$ cat src/hw/rtl/jvfc_pkg.sv
// Shared types and constants for the joint velocity / friction compensation block.
// Holds the microcode word, the sequencer/datapath control structs and the register map.
// No dependencies.
package jvfc_pkg;

  localparam int unsigned DataW    = 32;
  localparam int unsigned RateW    = 17;
  localparam int unsigned DeadW    = 31;
  localparam int unsigned CfgIdxW  = 3;
  localparam int unsigned PcW      = 3;
  localparam int unsigned MulW     = 33;
  localparam int unsigned ProdW    = 2 * MulW;
  localparam int unsigned SumW     = 52;
  localparam int unsigned DivW     = 56;
  localparam int unsigned DigitW   = 8;
  localparam int unsigned DivSteps = DivW / DigitW;
  localparam int unsigned CntW     = 3;

  // Reciprocal of three for a 10-bit partial dividend: q = (t * Recip3) >> Recip3Sh
  localparam int unsigned Recip3   = 683;
  localparam int unsigned Recip3Sh = 11;

  localparam logic [RateW-1:0] RateRst      = 17'd1000;
  localparam logic [DataW-1:0] SlopePosRst  = 32'sd16469;
  localparam logic [DataW-1:0] OffsetPosRst = 32'sd23835;
  localparam logic [DataW-1:0] SlopeNegRst  = 32'sd16233;
  localparam logic [DataW-1:0] OffsetNegRst = -32'sd19320;
  localparam logic [DataW-1:0] SlopeZeroRst = 32'sd235930;
  localparam logic [DeadW-1:0] DeadbandRst  = 31'd6554;

  typedef enum logic [CfgIdxW-1:0] {
    REG_SAMPLE_RATE = 3'd0,
    REG_SLOPE_POS   = 3'd1,
    REG_OFFSET_POS  = 3'd2,
    REG_SLOPE_NEG   = 3'd3,
    REG_OFFSET_NEG  = 3'd4,
    REG_SLOPE_ZERO  = 3'd5,
    REG_DEADBAND    = 3'd6
  } reg_idx_e;

  typedef enum logic [2:0] {
    OP_WAIT_IN = 3'd0,
    OP_MUL_RAW = 3'd1,
    OP_SUM     = 3'd2,
    OP_DIV     = 3'd3,
    OP_VEL     = 3'd4,
    OP_MUL_TQ  = 3'd5,
    OP_TQ      = 3'd6,
    OP_NOP     = 3'd7
  } op_e;

  typedef enum logic [1:0] {
    COND_NONE     = 2'd0,
    COND_NO_IN    = 2'd1,
    COND_DIV_MORE = 2'd2,
    COND_OUT_BUSY = 2'd3
  } cond_e;

  typedef struct packed {
    op_e            op;
    cond_e          cond;
    logic           jump_always;
    logic [PcW-1:0] target;
  } ucode_t;

  typedef struct packed {
    op_e op;
  } ctrl_t;

  typedef struct packed {
    logic in_valid;
    logic div_last;
    logic out_busy;
  } stat_t;

  typedef struct packed {
    logic [RateW-1:0] sample_rate;
    logic [DataW-1:0] slope_pos;
    logic [DataW-1:0] offset_pos;
    logic [DataW-1:0] slope_neg;
    logic [DataW-1:0] offset_neg;
    logic [DataW-1:0] slope_zero;
    logic [DeadW-1:0] deadband;
  } cfg_t;

endpackage

$ cat src/hw/rtl/jvfc_in_if.sv
// Input channel of the friction compensation block: one joint angle per item.
// Depends on jvfc_pkg for the field width.
interface jvfc_in_if;
  logic                        valid;
  logic                        ready;
  logic [jvfc_pkg::DataW-1:0]  joint_angle;

  modport source (output valid, output joint_angle, input ready);
  modport sink   (input valid, input joint_angle, output ready);
endinterface

$ cat src/hw/rtl/jvfc_out_if.sv
// Output channel of the friction compensation block: velocity and torque per item.
// Depends on jvfc_pkg for the field widths.
interface jvfc_out_if;
  logic                        valid;
  logic                        ready;
  logic [jvfc_pkg::DataW-1:0]  velocity_estimate;
  logic [jvfc_pkg::DataW-1:0]  friction_torque;

  modport source (output valid, output velocity_estimate, output friction_torque, input ready);
  modport sink   (input valid, input velocity_estimate, input friction_torque, output ready);
endinterface

$ cat src/hw/rtl/jvfc_seq.sv
// Microcode sequencer: step counter, control ROM and conditional jumps.
// Depends on jvfc_pkg.
module jvfc_seq (
  input  logic            clk_i,
  input  logic            rst_ni,
  input  jvfc_pkg::stat_t stat_i,
  output jvfc_pkg::ctrl_t ctrl_o
);
  import jvfc_pkg::*;

  localparam int unsigned RomDepth = 2 ** PcW;

  localparam ucode_t Rom [RomDepth] = '{
    '{op: OP_WAIT_IN, cond: COND_NO_IN,    jump_always: 1'b0, target: 3'd0},
    '{op: OP_MUL_RAW, cond: COND_NONE,     jump_always: 1'b0, target: 3'd0},
    '{op: OP_SUM,     cond: COND_NONE,     jump_always: 1'b0, target: 3'd0},
    '{op: OP_DIV,     cond: COND_DIV_MORE, jump_always: 1'b0, target: 3'd3},
    '{op: OP_VEL,     cond: COND_NONE,     jump_always: 1'b0, target: 3'd0},
    '{op: OP_MUL_TQ,  cond: COND_NONE,     jump_always: 1'b0, target: 3'd0},
    '{op: OP_TQ,      cond: COND_OUT_BUSY, jump_always: 1'b0, target: 3'd6},
    '{op: OP_NOP,     cond: COND_NONE,     jump_always: 1'b1, target: 3'd0}
  };

  logic [PcW-1:0] pc_q, pc_d;
  ucode_t         uw;
  logic           take;

  assign uw = Rom[pc_q];

  always_comb begin
    case (uw.cond)
      COND_NONE:     take = 1'b0;
      COND_NO_IN:    take = !stat_i.in_valid;
      COND_DIV_MORE: take = !stat_i.div_last;
      COND_OUT_BUSY: take = stat_i.out_busy;
      default:       take = 1'b0;
    endcase
  end

  always_comb begin
    if (take || uw.jump_always) begin
      pc_d = uw.target;
    end else begin
      pc_d = pc_q + 1'b1;
    end
  end

  always_ff @(posedge clk_i or negedge rst_ni) begin
    if (!rst_ni) begin
      pc_q <= '0;
    end else begin
      pc_q <= pc_d;
    end
  end

  assign ctrl_o.op = uw.op;

endmodule

$ cat src/hw/rtl/jvfc_dp.sv
// Datapath: shared 33x33 multiplier, digit-serial divide by three, history and result registers.
// Depends on jvfc_pkg; driven by jvfc_seq control words.
module jvfc_dp (
  input  logic                       clk_i,
  input  logic                       rst_ni,
  input  jvfc_pkg::ctrl_t            ctrl_i,
  input  jvfc_pkg::cfg_t             cfg_i,
  input  logic                       in_valid_i,
  input  logic [jvfc_pkg::DataW-1:0] in_angle_i,
  input  logic                       out_ready_i,
  output logic                       out_valid_o,
  output logic [jvfc_pkg::DataW-1:0] out_vel_o,
  output logic [jvfc_pkg::DataW-1:0] out_tq_o,
  output jvfc_pkg::stat_t            stat_o
);
  import jvfc_pkg::*;

  localparam logic signed [DataW-1:0] SMax = {1'b0, {(DataW-1){1'b1}}};
  localparam logic signed [DataW-1:0] SMin = {1'b1, {(DataW-1){1'b0}}};

  logic signed [DataW-1:0] prev_q, h1_q, h2_q, vel_q;
  logic signed [MulW-1:0]  diff_q;
  logic signed [ProdW-1:0] mul_q;
  logic signed [MulW-1:0]  mul_a, mul_b;
  logic [DivW-1:0]         num_q;
  logic [1:0]              rem_q;
  logic                    neg_q;
  logic [CntW-1:0]         cnt_q;
  logic signed [DataW-1:0] off_q;
  logic                    out_valid_q;
  logic [DataW-1:0]        out_vel_q, out_tq_q;

  logic signed [SumW-1:0]  sum;
  logic [SumW-1:0]         mag;
  logic [9:0]              part;
  logic [19:0]             part_x;
  logic [DigitW-1:0]       digit;
  logic [1:0]              digit_rem;
  logic [DivW-1:0]         quo;
  logic signed [DataW-1:0] vel_sat;
  logic                    above, below;
  logic signed [DataW-1:0] slope_sel, off_sel;
  logic signed [ProdW-1:0] rounded;
  logic signed [48:0]      tq_sum;
  logic signed [DataW-1:0] tq_sat;
  logic                    accept;

  assign accept = (ctrl_i.op == OP_WAIT_IN) && in_valid_i;

  // Operand select for the shared multiplier
  always_comb begin
    if (ctrl_i.op == OP_MUL_TQ) begin
      mul_a = {slope_sel[DataW-1], slope_sel};
      mul_b = {vel_q[DataW-1], vel_q};
    end else begin
      mul_a = diff_q;
      mul_b = {{(MulW-RateW){1'b0}}, cfg_i.sample_rate};
    end
  end

  assign sum = mul_q[SumW-1:0]
             + {{(SumW-DataW){h1_q[DataW-1]}}, h1_q}
             + {{(SumW-DataW){h2_q[DataW-1]}}, h2_q};
  assign mag = sum[SumW-1] ? (~sum + 1'b1) : sum;

  // One base-256 digit of the quotient by three
  assign part      = {rem_q, num_q[DivW-1 -: DigitW]};
  assign part_x    = {10'd0, part} * 20'(Recip3);
  assign digit     = part_x[Recip3Sh +: DigitW];
  assign digit_rem = 2'(part - 10'(digit) * 10'd3);

  assign quo = num_q;
  always_comb begin
    if (!neg_q) begin
      vel_sat = (quo > DivW'(SMax)) ? SMax : quo[DataW-1:0];
    end else begin
      vel_sat = (quo > {{(DivW-DataW){1'b0}}, SMin}) ? SMin : DataW'(~quo + 1'b1);
    end
  end

  // Deadband region; the edges themselves fall inside
  assign above = $signed({vel_q[DataW-1], vel_q}) > $signed({2'b00, cfg_i.deadband});
  assign below = $signed({vel_q[DataW-1], vel_q}) < -$signed({2'b00, cfg_i.deadband});

  always_comb begin
    if (above) begin
      slope_sel = cfg_i.slope_pos;
      off_sel   = cfg_i.offset_pos;
    end else if (below) begin
      slope_sel = cfg_i.slope_neg;
      off_sel   = cfg_i.offset_neg;
    end else begin
      slope_sel = cfg_i.slope_zero;
      off_sel   = '0;
    end
  end

  assign rounded = (mul_q + ProdW'(32768)) >>> 16;
  assign tq_sum  = rounded[48:0] + {{17{off_q[DataW-1]}}, off_q};
  always_comb begin
    if (tq_sum > 49'(SMax)) begin
      tq_sat = SMax;
    end else if (tq_sum < $signed({{17{1'b1}}, SMin})) begin
      tq_sat = SMin;
    end else begin
      tq_sat = tq_sum[DataW-1:0];
    end
  end

  // Joint state and output valid
  always_ff @(posedge clk_i or negedge rst_ni) begin
    if (!rst_ni) begin
      prev_q      <= '0;
      h1_q        <= '0;
      h2_q        <= '0;
      out_valid_q <= 1'b0;
      cnt_q       <= '0;
    end else begin
      if (accept) begin
        prev_q <= in_angle_i;
      end
      if (ctrl_i.op == OP_VEL) begin
        h2_q <= h1_q;
        h1_q <= vel_sat;
      end
      if (ctrl_i.op == OP_SUM) begin
        cnt_q <= CntW'(DivSteps - 1);
      end else if (ctrl_i.op == OP_DIV) begin
        cnt_q <= cnt_q - 1'b1;
      end
      if (ctrl_i.op == OP_TQ && !stat_o.out_busy) begin
        out_valid_q <= 1'b1;
      end else if (out_ready_i) begin
        out_valid_q <= 1'b0;
      end
    end
  end

  // Working registers
  always_ff @(posedge clk_i) begin
    if (accept) begin
      diff_q <= {in_angle_i[DataW-1], in_angle_i} - {prev_q[DataW-1], prev_q};
    end
    if (ctrl_i.op == OP_MUL_RAW || ctrl_i.op == OP_MUL_TQ) begin
      mul_q <= mul_a * mul_b;
    end
    if (ctrl_i.op == OP_SUM) begin
      neg_q <= sum[SumW-1];
      num_q <= {{(DivW-SumW){1'b0}}, mag} + 1'b1;
      rem_q <= '0;
    end else if (ctrl_i.op == OP_DIV) begin
      num_q <= {num_q[DivW-DigitW-1:0], digit};
      rem_q <= digit_rem;
    end
    if (ctrl_i.op == OP_VEL) begin
      vel_q <= vel_sat;
    end
    if (ctrl_i.op == OP_MUL_TQ) begin
      off_q <= off_sel;
    end
    if (ctrl_i.op == OP_TQ && !stat_o.out_busy) begin
      out_vel_q <= vel_q;
      out_tq_q  <= tq_sat;
    end
  end

  assign stat_o.in_valid = in_valid_i;
  assign stat_o.div_last = (cnt_q == '0);
  assign stat_o.out_busy = out_valid_q && !out_ready_i;

  assign out_valid_o = out_valid_q;
  assign out_vel_o   = out_vel_q;
  assign out_tq_o    = out_tq_q;

endmodule

$ cat src/hw/rtl/joint_velocity_friction_comp.sv
// Joint velocity estimate and viscous/Coulomb friction compensation, one joint.
// An item passes the raw multiply, sum, divide, velocity, torque multiply and torque steps;
// the program takes no new item until it is back at its wait step. Its divide-by-three
// runs one base-256 digit per step; a stalled output holds the program at its torque step.
// Reset (async, active low): config registers take their defaults, angle/velocity history
// clears to zero, the step counter returns to the input wait step and no result is valid.
module joint_velocity_friction_comp (
  input  logic                         clk_i,
  input  logic                         rst_ni,
  input  logic                         cfg_we_i,
  input  logic [jvfc_pkg::CfgIdxW-1:0] cfg_idx_i,
  input  logic [jvfc_pkg::DataW-1:0]   cfg_data_i,
  jvfc_in_if.sink                      in_i,
  jvfc_out_if.source                   out_o
);
  import jvfc_pkg::*;

  cfg_t  cfg_q;
  ctrl_t ctrl;
  stat_t stat;

  // Configuration registers; unknown indexes drop the write
  always_ff @(posedge clk_i or negedge rst_ni) begin
    if (!rst_ni) begin
      cfg_q.sample_rate <= RateRst;
      cfg_q.slope_pos   <= SlopePosRst;
      cfg_q.offset_pos  <= OffsetPosRst;
      cfg_q.slope_neg   <= SlopeNegRst;
      cfg_q.offset_neg  <= OffsetNegRst;
      cfg_q.slope_zero  <= SlopeZeroRst;
      cfg_q.deadband    <= DeadbandRst;
    end else if (cfg_we_i) begin
      case (cfg_idx_i)
        REG_SAMPLE_RATE: cfg_q.sample_rate <= cfg_data_i[RateW-1:0];
        REG_SLOPE_POS:   cfg_q.slope_pos   <= cfg_data_i;
        REG_OFFSET_POS:  cfg_q.offset_pos  <= cfg_data_i;
        REG_SLOPE_NEG:   cfg_q.slope_neg   <= cfg_data_i;
        REG_OFFSET_NEG:  cfg_q.offset_neg  <= cfg_data_i;
        REG_SLOPE_ZERO:  cfg_q.slope_zero  <= cfg_data_i;
        REG_DEADBAND:    cfg_q.deadband    <= cfg_data_i[DeadW-1:0];
        default: ;
      endcase
    end
  end

  // Program counter and control ROM
  jvfc_seq u_seq (
    .clk_i  (clk_i),
    .rst_ni (rst_ni),
    .stat_i (stat),
    .ctrl_o (ctrl)
  );

  // Arithmetic and the output register, which parts the two channels
  jvfc_dp u_dp (
    .clk_i       (clk_i),
    .rst_ni      (rst_ni),
    .ctrl_i      (ctrl),
    .cfg_i       (cfg_q),
    .in_valid_i  (in_i.valid),
    .in_angle_i  (in_i.joint_angle),
    .out_ready_i (out_o.ready),
    .out_valid_o (out_o.valid),
    .out_vel_o   (out_o.velocity_estimate),
    .out_tq_o    (out_o.friction_torque),
    .stat_o      (stat)
  );

  // Take an item only at the wait step, so one item is in flight at a time
  assign in_i.ready = (ctrl.op == OP_WAIT_IN);

`ifndef SYNTHESIS
  // One item at a time: after an accept the block stops taking items
  a_one_in_flight: assert property (@(posedge clk_i) disable iff (!rst_ni)
    (in_i.valid && in_i.ready) |=> !in_i.ready)
    else $error("input accepted while an item is in flight");

  // A new result only comes from the torque step
  a_valid_from_tq: assert property (@(posedge clk_i) disable iff (!rst_ni)
    $rose(out_o.valid) |-> $past(ctrl.op == OP_TQ))
    else $error("result valid rose outside the torque step");

  // A stalled output holds the program at the torque step
  a_hold_on_stall: assert property (@(posedge clk_i) disable iff (!rst_ni)
    (ctrl.op == OP_TQ && out_o.valid && !out_o.ready) |=> (ctrl.op == OP_TQ))
    else $error("program left the torque step while the output was stalled");
`endif

endmodule
$ cat src/flat_wrapper.sv
// flat-port wrapper written by rule: the top's interface ports become plain ports
module joint_velocity_friction_comp_flat import jvfc_pkg::*;
  (clk_i, rst_ni, cfg_we_i, cfg_idx_i, cfg_data_i, in_i_valid, in_i_joint_angle, in_i_ready, out_o_valid, out_o_velocity_estimate, out_o_friction_torque, out_o_ready);
  jvfc_in_if in_i_i ();
  jvfc_out_if out_o_i ();
  input  logic clk_i;
  input  logic rst_ni;
  input  logic cfg_we_i;
  input  logic [jvfc_pkg::CfgIdxW-1:0] cfg_idx_i;
  input  logic [jvfc_pkg::DataW-1:0] cfg_data_i;
  input wire logic [$bits(in_i_i.valid)-1:0] in_i_valid;
  input wire logic [$bits(in_i_i.joint_angle)-1:0] in_i_joint_angle;
  output wire logic [$bits(in_i_i.ready)-1:0] in_i_ready;
  output wire logic [$bits(out_o_i.valid)-1:0] out_o_valid;
  output wire logic [$bits(out_o_i.velocity_estimate)-1:0] out_o_velocity_estimate;
  output wire logic [$bits(out_o_i.friction_torque)-1:0] out_o_friction_torque;
  input wire logic [$bits(out_o_i.ready)-1:0] out_o_ready;
  assign in_i_i.valid = in_i_valid;
  assign in_i_i.joint_angle = in_i_joint_angle;
  assign in_i_ready = in_i_i.ready;
  assign out_o_valid = out_o_i.valid;
  assign out_o_velocity_estimate = out_o_i.velocity_estimate;
  assign out_o_friction_torque = out_o_i.friction_torque;
  assign out_o_i.ready = out_o_ready;
  joint_velocity_friction_comp u_core (.clk_i(clk_i), .rst_ni(rst_ni), .cfg_we_i(cfg_we_i), .cfg_idx_i(cfg_idx_i), .cfg_data_i(cfg_data_i), .in_i(in_i_i), .out_o(out_o_i));
endmodule
$ cat config.mk
export PLATFORM = sky130hd
export DESIGN_NAME = joint_velocity_friction_comp_flat
export DESIGN_NICKNAME = d
export VERILOG_FILES = /design/src/hw/rtl/jvfc_pkg.sv /design/src/hw/rtl/jvfc_in_if.sv /design/src/hw/rtl/jvfc_out_if.sv /design/src/hw/rtl/jvfc_seq.sv /design/src/hw/rtl/jvfc_dp.sv /design/src/hw/rtl/joint_velocity_friction_comp.sv /design/src/flat_wrapper.sv
export SDC_FILE = /design/constraint.sdc
export NUM_CORES = 2
export LEC_CHECK = 0
export ABC_AREA = 1
export BUFFER_PORTS_ARGS = -buffer_cell sky130_fd_sc_hd__buf_2
export CORE_UTILIZATION = 45
export DETAILED_ROUTE_END_ITERATION = 6
export PLACE_DENSITY = 0.6
export SETUP_SLACK_MARGIN = 0.3
export SYNTH_ARGS = -nofsm -noshare
export SYNTH_HDL_FRONTEND = slang
export SYNTH_SLANG_ARGS = --single-unit
$ cat constraint.sdc
create_clock -name clk_i -period 13.3 [get_ports clk_i]
set_clock_uncertainty 0.1 [all_clocks]
set_input_delay 1.995 -clock clk_i [delete_from_list [all_inputs] [get_ports clk_i]]
set_output_delay 1.995 -clock clk_i [all_outputs]
set_load 0.1 [all_outputs]
==> metrics.cfg <==
[routing]
initialDrtViolationCount = 5817
drt-wirelength-per-cell_um = 23.8
ant_nets = 0
via_per_inst = 5.39
wl_mm = 302
drt_pass1_iterations = 6
num_vias = 68481
drc = 0

[synth]
yosys-top-cells-area = fa_1, edfxtp_1, nand2_1, inv_1, dfrtp_1
yosysWarnings = 0
yosys.cell_types.count = 75
synth_cells = 10000
syn-cell-area_mm2 = 0.0808
yosysSeqAreaShare_pct = 20.3
synth-main-ff-cell = edfxtp_1
yosys.area.top_type = fa_1
synth.most_common_cell = nand2_1
netlist_top_cells_count = nand2_1, inv_1, fa_1, nor2_1, o21ai_0
syn_area_per_cell_um2 = 8.08
ys_ff_latch = 596
synth.top_cell.area_share_pct = 30.0
synthArstFlopShare_pct = 52.2
syn_nets = 11763
synth_edf_count = 283

[timing]
timing.slew.headroom_pct = 16.9
rsz0062_at_grt = true
worst_slew_pin_slew_ns = 1.23
worst_slack_ns = 0.564
timing.final.crit_share_pct = 95.8
hold_slack_ns = 0.385
max_freq_mhz = 78.5
finalHoldViolations = 0
fin_crit_ns = 12.74
slew_viol_final = 0
setup_violations = 0

[cts]
clk_pin_slew_worst_paths_ns = 0.07
cts.path.max_buffers = 3
cts.sinks = 596
cts_buffers = 74
postCtsHoldBufs = 0
cts_root_buffer = clkbuf_16
cts_tree = yes
htreeDepth = 3
clkLatencyLatePin_ns = 0.67

[setup_path]
max_stage_delay_ns = 0.61
rr_worst_depth = 61
cp.arrival_ns = 13.13
crit_family = adder cells
path_buf_inv = 12
path_class = reg -> reg
cp.required_ns = 13.70
cp-end-kind = flop
crit_slowest_cell = fa_1
worst_setup_path_start_kind = flop
worst-path-stages = 61
crit_path_frequent_cell = fa_1
crit_fanout = 19

[floorplan]
rows = 155
dieArea_mm2 = 0.181
ios = 138
dieHeight_um = 426
fp.dieW_um = 426
start_util_pct = 45.3
core_mm2 = 0.178

[placed_design]
dp_hpwl_mm = 247
routabilityCongestion = 0.992
port_buffers = 137
pre_cts_ws_ns = -0.0560

[hold_path]
min_path_type = reg -> reg
hold_depth = 2

[final_layout]
area_growth_pct = 12.3
nets = 12050
nFillCells = 17283
drive_above_1_share_pct = 12.3

[global_routing]
grt_pass1_vias = 69460
grtUsageTotal_pct = 33.5
antenna_found_initial = 17
grt_pass1_wl_mm = 448
grt_max_degree = 94
grt-ovfl-total = 0

[flow_run]
max_cap_viol_count = 0

[run_status]
outcome = finished clean

## final cells by class
| class | instances | area (um2) | share of cell area (%) |
|---|---|---|---|
| clock buffers | 104 | 2140 | 2.36 |
| inverters | 2082 | 7830 | 8.62 |
| multi-input cells | 7009 | 56600 | 62.4 |
| flip-flops and latches | 596 | 16400 | 18.1 |
| well taps | 2355 | 2950 | 3.25 |
| diodes | 8 | 20.0 | 0.0220 |
| repair buffers | 524 | 4480 | 4.93 |
| clock inverters | 31 | 342 | 0.376 |
## cells by family after synthesis
family	Yosys count	share of synthesized area (%)
XOR/XNOR	276	3.02
flip-flops	596	20.3
multiplexers	2	0.0248
adder cells (fa/ha/maj)	1691	37.4
buffers and inverters	2395	11.3
AND/OR/NAND/NOR	4048	21.4
AO/OA/AOI/OAI	992	6.64
## metrics by stage
| step | instance area (um2) | util, % | instances | setup TNS [ns] |
|---|---|---|---|---|
| 2_1_floorplan | 80800 | - | 10000 | 0 |
| 3_3_place_gp | 86200 | 48.3 | 12499 | -0.168 |
| 3_5_place_dp | 86200 | 48.3 | 12499 | -0.118 |
| 4_1_cts | 88800 | 49.7 | 12637 | 0 |
| 5_1_grt | 90800 | 50.9 | 12702 | 0 |
| 6_report | 90800 | 50.9 | 12709 | 0 |
## state kept, by name, summed over array words and instances, names as in the netlist
register,flops
u_core.u_dp.out_valid_o,1
u_core.cfg_q,208
u_core.u_dp.vel_q,32
u_core.u_dp.out_vel_o,32
u_core.u_dp.num_q,56
u_core.u_dp.diff_q,33
u_core.u_dp.h2_q,32
u_core.u_dp.prev_q,32
u_core.u_dp.out_tq_o,32
u_core.u_dp.rem_q,2
u_core.u_seq.pc_q,3
u_core.u_dp.mul_q,65
u_core.u_dp.off_q,32
u_core.u_dp.h1_q,32
u_core.u_dp.cnt_q,3
u_core.u_dp.neg_q,1
## placed cells by master, fill, tap and decap left out, types with 18 or more instances in the layout
| master | netlist | layout |
|---|---|---|
| edfxtp_1 | 283 | 283 |
| nand4_1 | 102 | 102 |
| a21oi_1 | 288 | 253 |
| nor2_4 | 16 | 20 |
| buf_4 | 3 | 310 |
| fa_2 | 0 | 29 |
| o21ai_2 | 18 | 46 |
| o21ai_0 | 516 | 474 |
| nor2_2 | 58 | 86 |
| xnor2_1 | 84 | 84 |
| buf_2 | 29 | 136 |
| nand3_1 | 515 | 510 |
| a21oi_2 | 4 | 38 |
| dfstp_2 | 69 | 69 |
| nand3_2 | 18 | 22 |
| xor2_1 | 190 | 188 |
| inv_1 | 2040 | 2033 |
| nand3b_1 | 18 | 18 |
| buf_12 | 0 | 52 |
| o21ai_1 | 42 | 44 |
| nand2_2 | 51 | 94 |
| ha_4 | 0 | 22 |
| nor2_1 | 954 | 922 |
| ha_1 | 480 | 447 |
| or2_2 | 85 | 85 |
| nor3_1 | 74 | 68 |
| inv_2 | 30 | 35 |
| fa_1 | 1211 | 1182 |
| clkbuf_16 | 0 | 85 |
| nor4_1 | 26 | 23 |
| dfrtp_1 | 242 | 242 |
| nand2_1 | 2097 | 2047 |
## per-layer routing
layer / up-vias / global-route usage, % / routed length (um)
met5: - / 0 / 27
met4: 4 / 18.7 / 20300
met3: 630 / 6.13 / 23000
met2: 2594 / 53.5 / 138000
met1: 34031 / 43.0 / 121000
li1: 31222 / - / -
## final timing paths
path / slack [ns] / from / end
setup / recovery: 0.56 / u_core.cfg_q[0] / u_core.u_dp.mul_q[59]
hold / removal: 0.38 / u_core.cfg_q[67] / u_core.cfg_q[67]
setup reg to reg: 0.56 / u_core.cfg_q[0] / u_core.u_dp.mul_q[59]
hold reg to reg: 0.38 / u_core.cfg_q[67] / u_core.cfg_q[67]
max in group asynchronous: 9.63 / rst_ni / u_core.cfg_q[147]
min in group asynchronous: 1.19 / rst_ni / u_core.cfg_q[121]
## worst min-delay path: stages, from the launching register on
cell,delay [ns]
dfrtp_1,0.34
nand2_1,0.05
o21ai_0,0.06
## timing repair
action                     CTS  global route
pin swaps                    1           105
setup endpoints to repair   25            38
setup buffers                3            57
gates resized for setup     23           330
cloned                       0             7
Power is left out: the tool's default activity adds up to more than one toggle a clock period on the data nets, which glitch-free logic cannot reach.
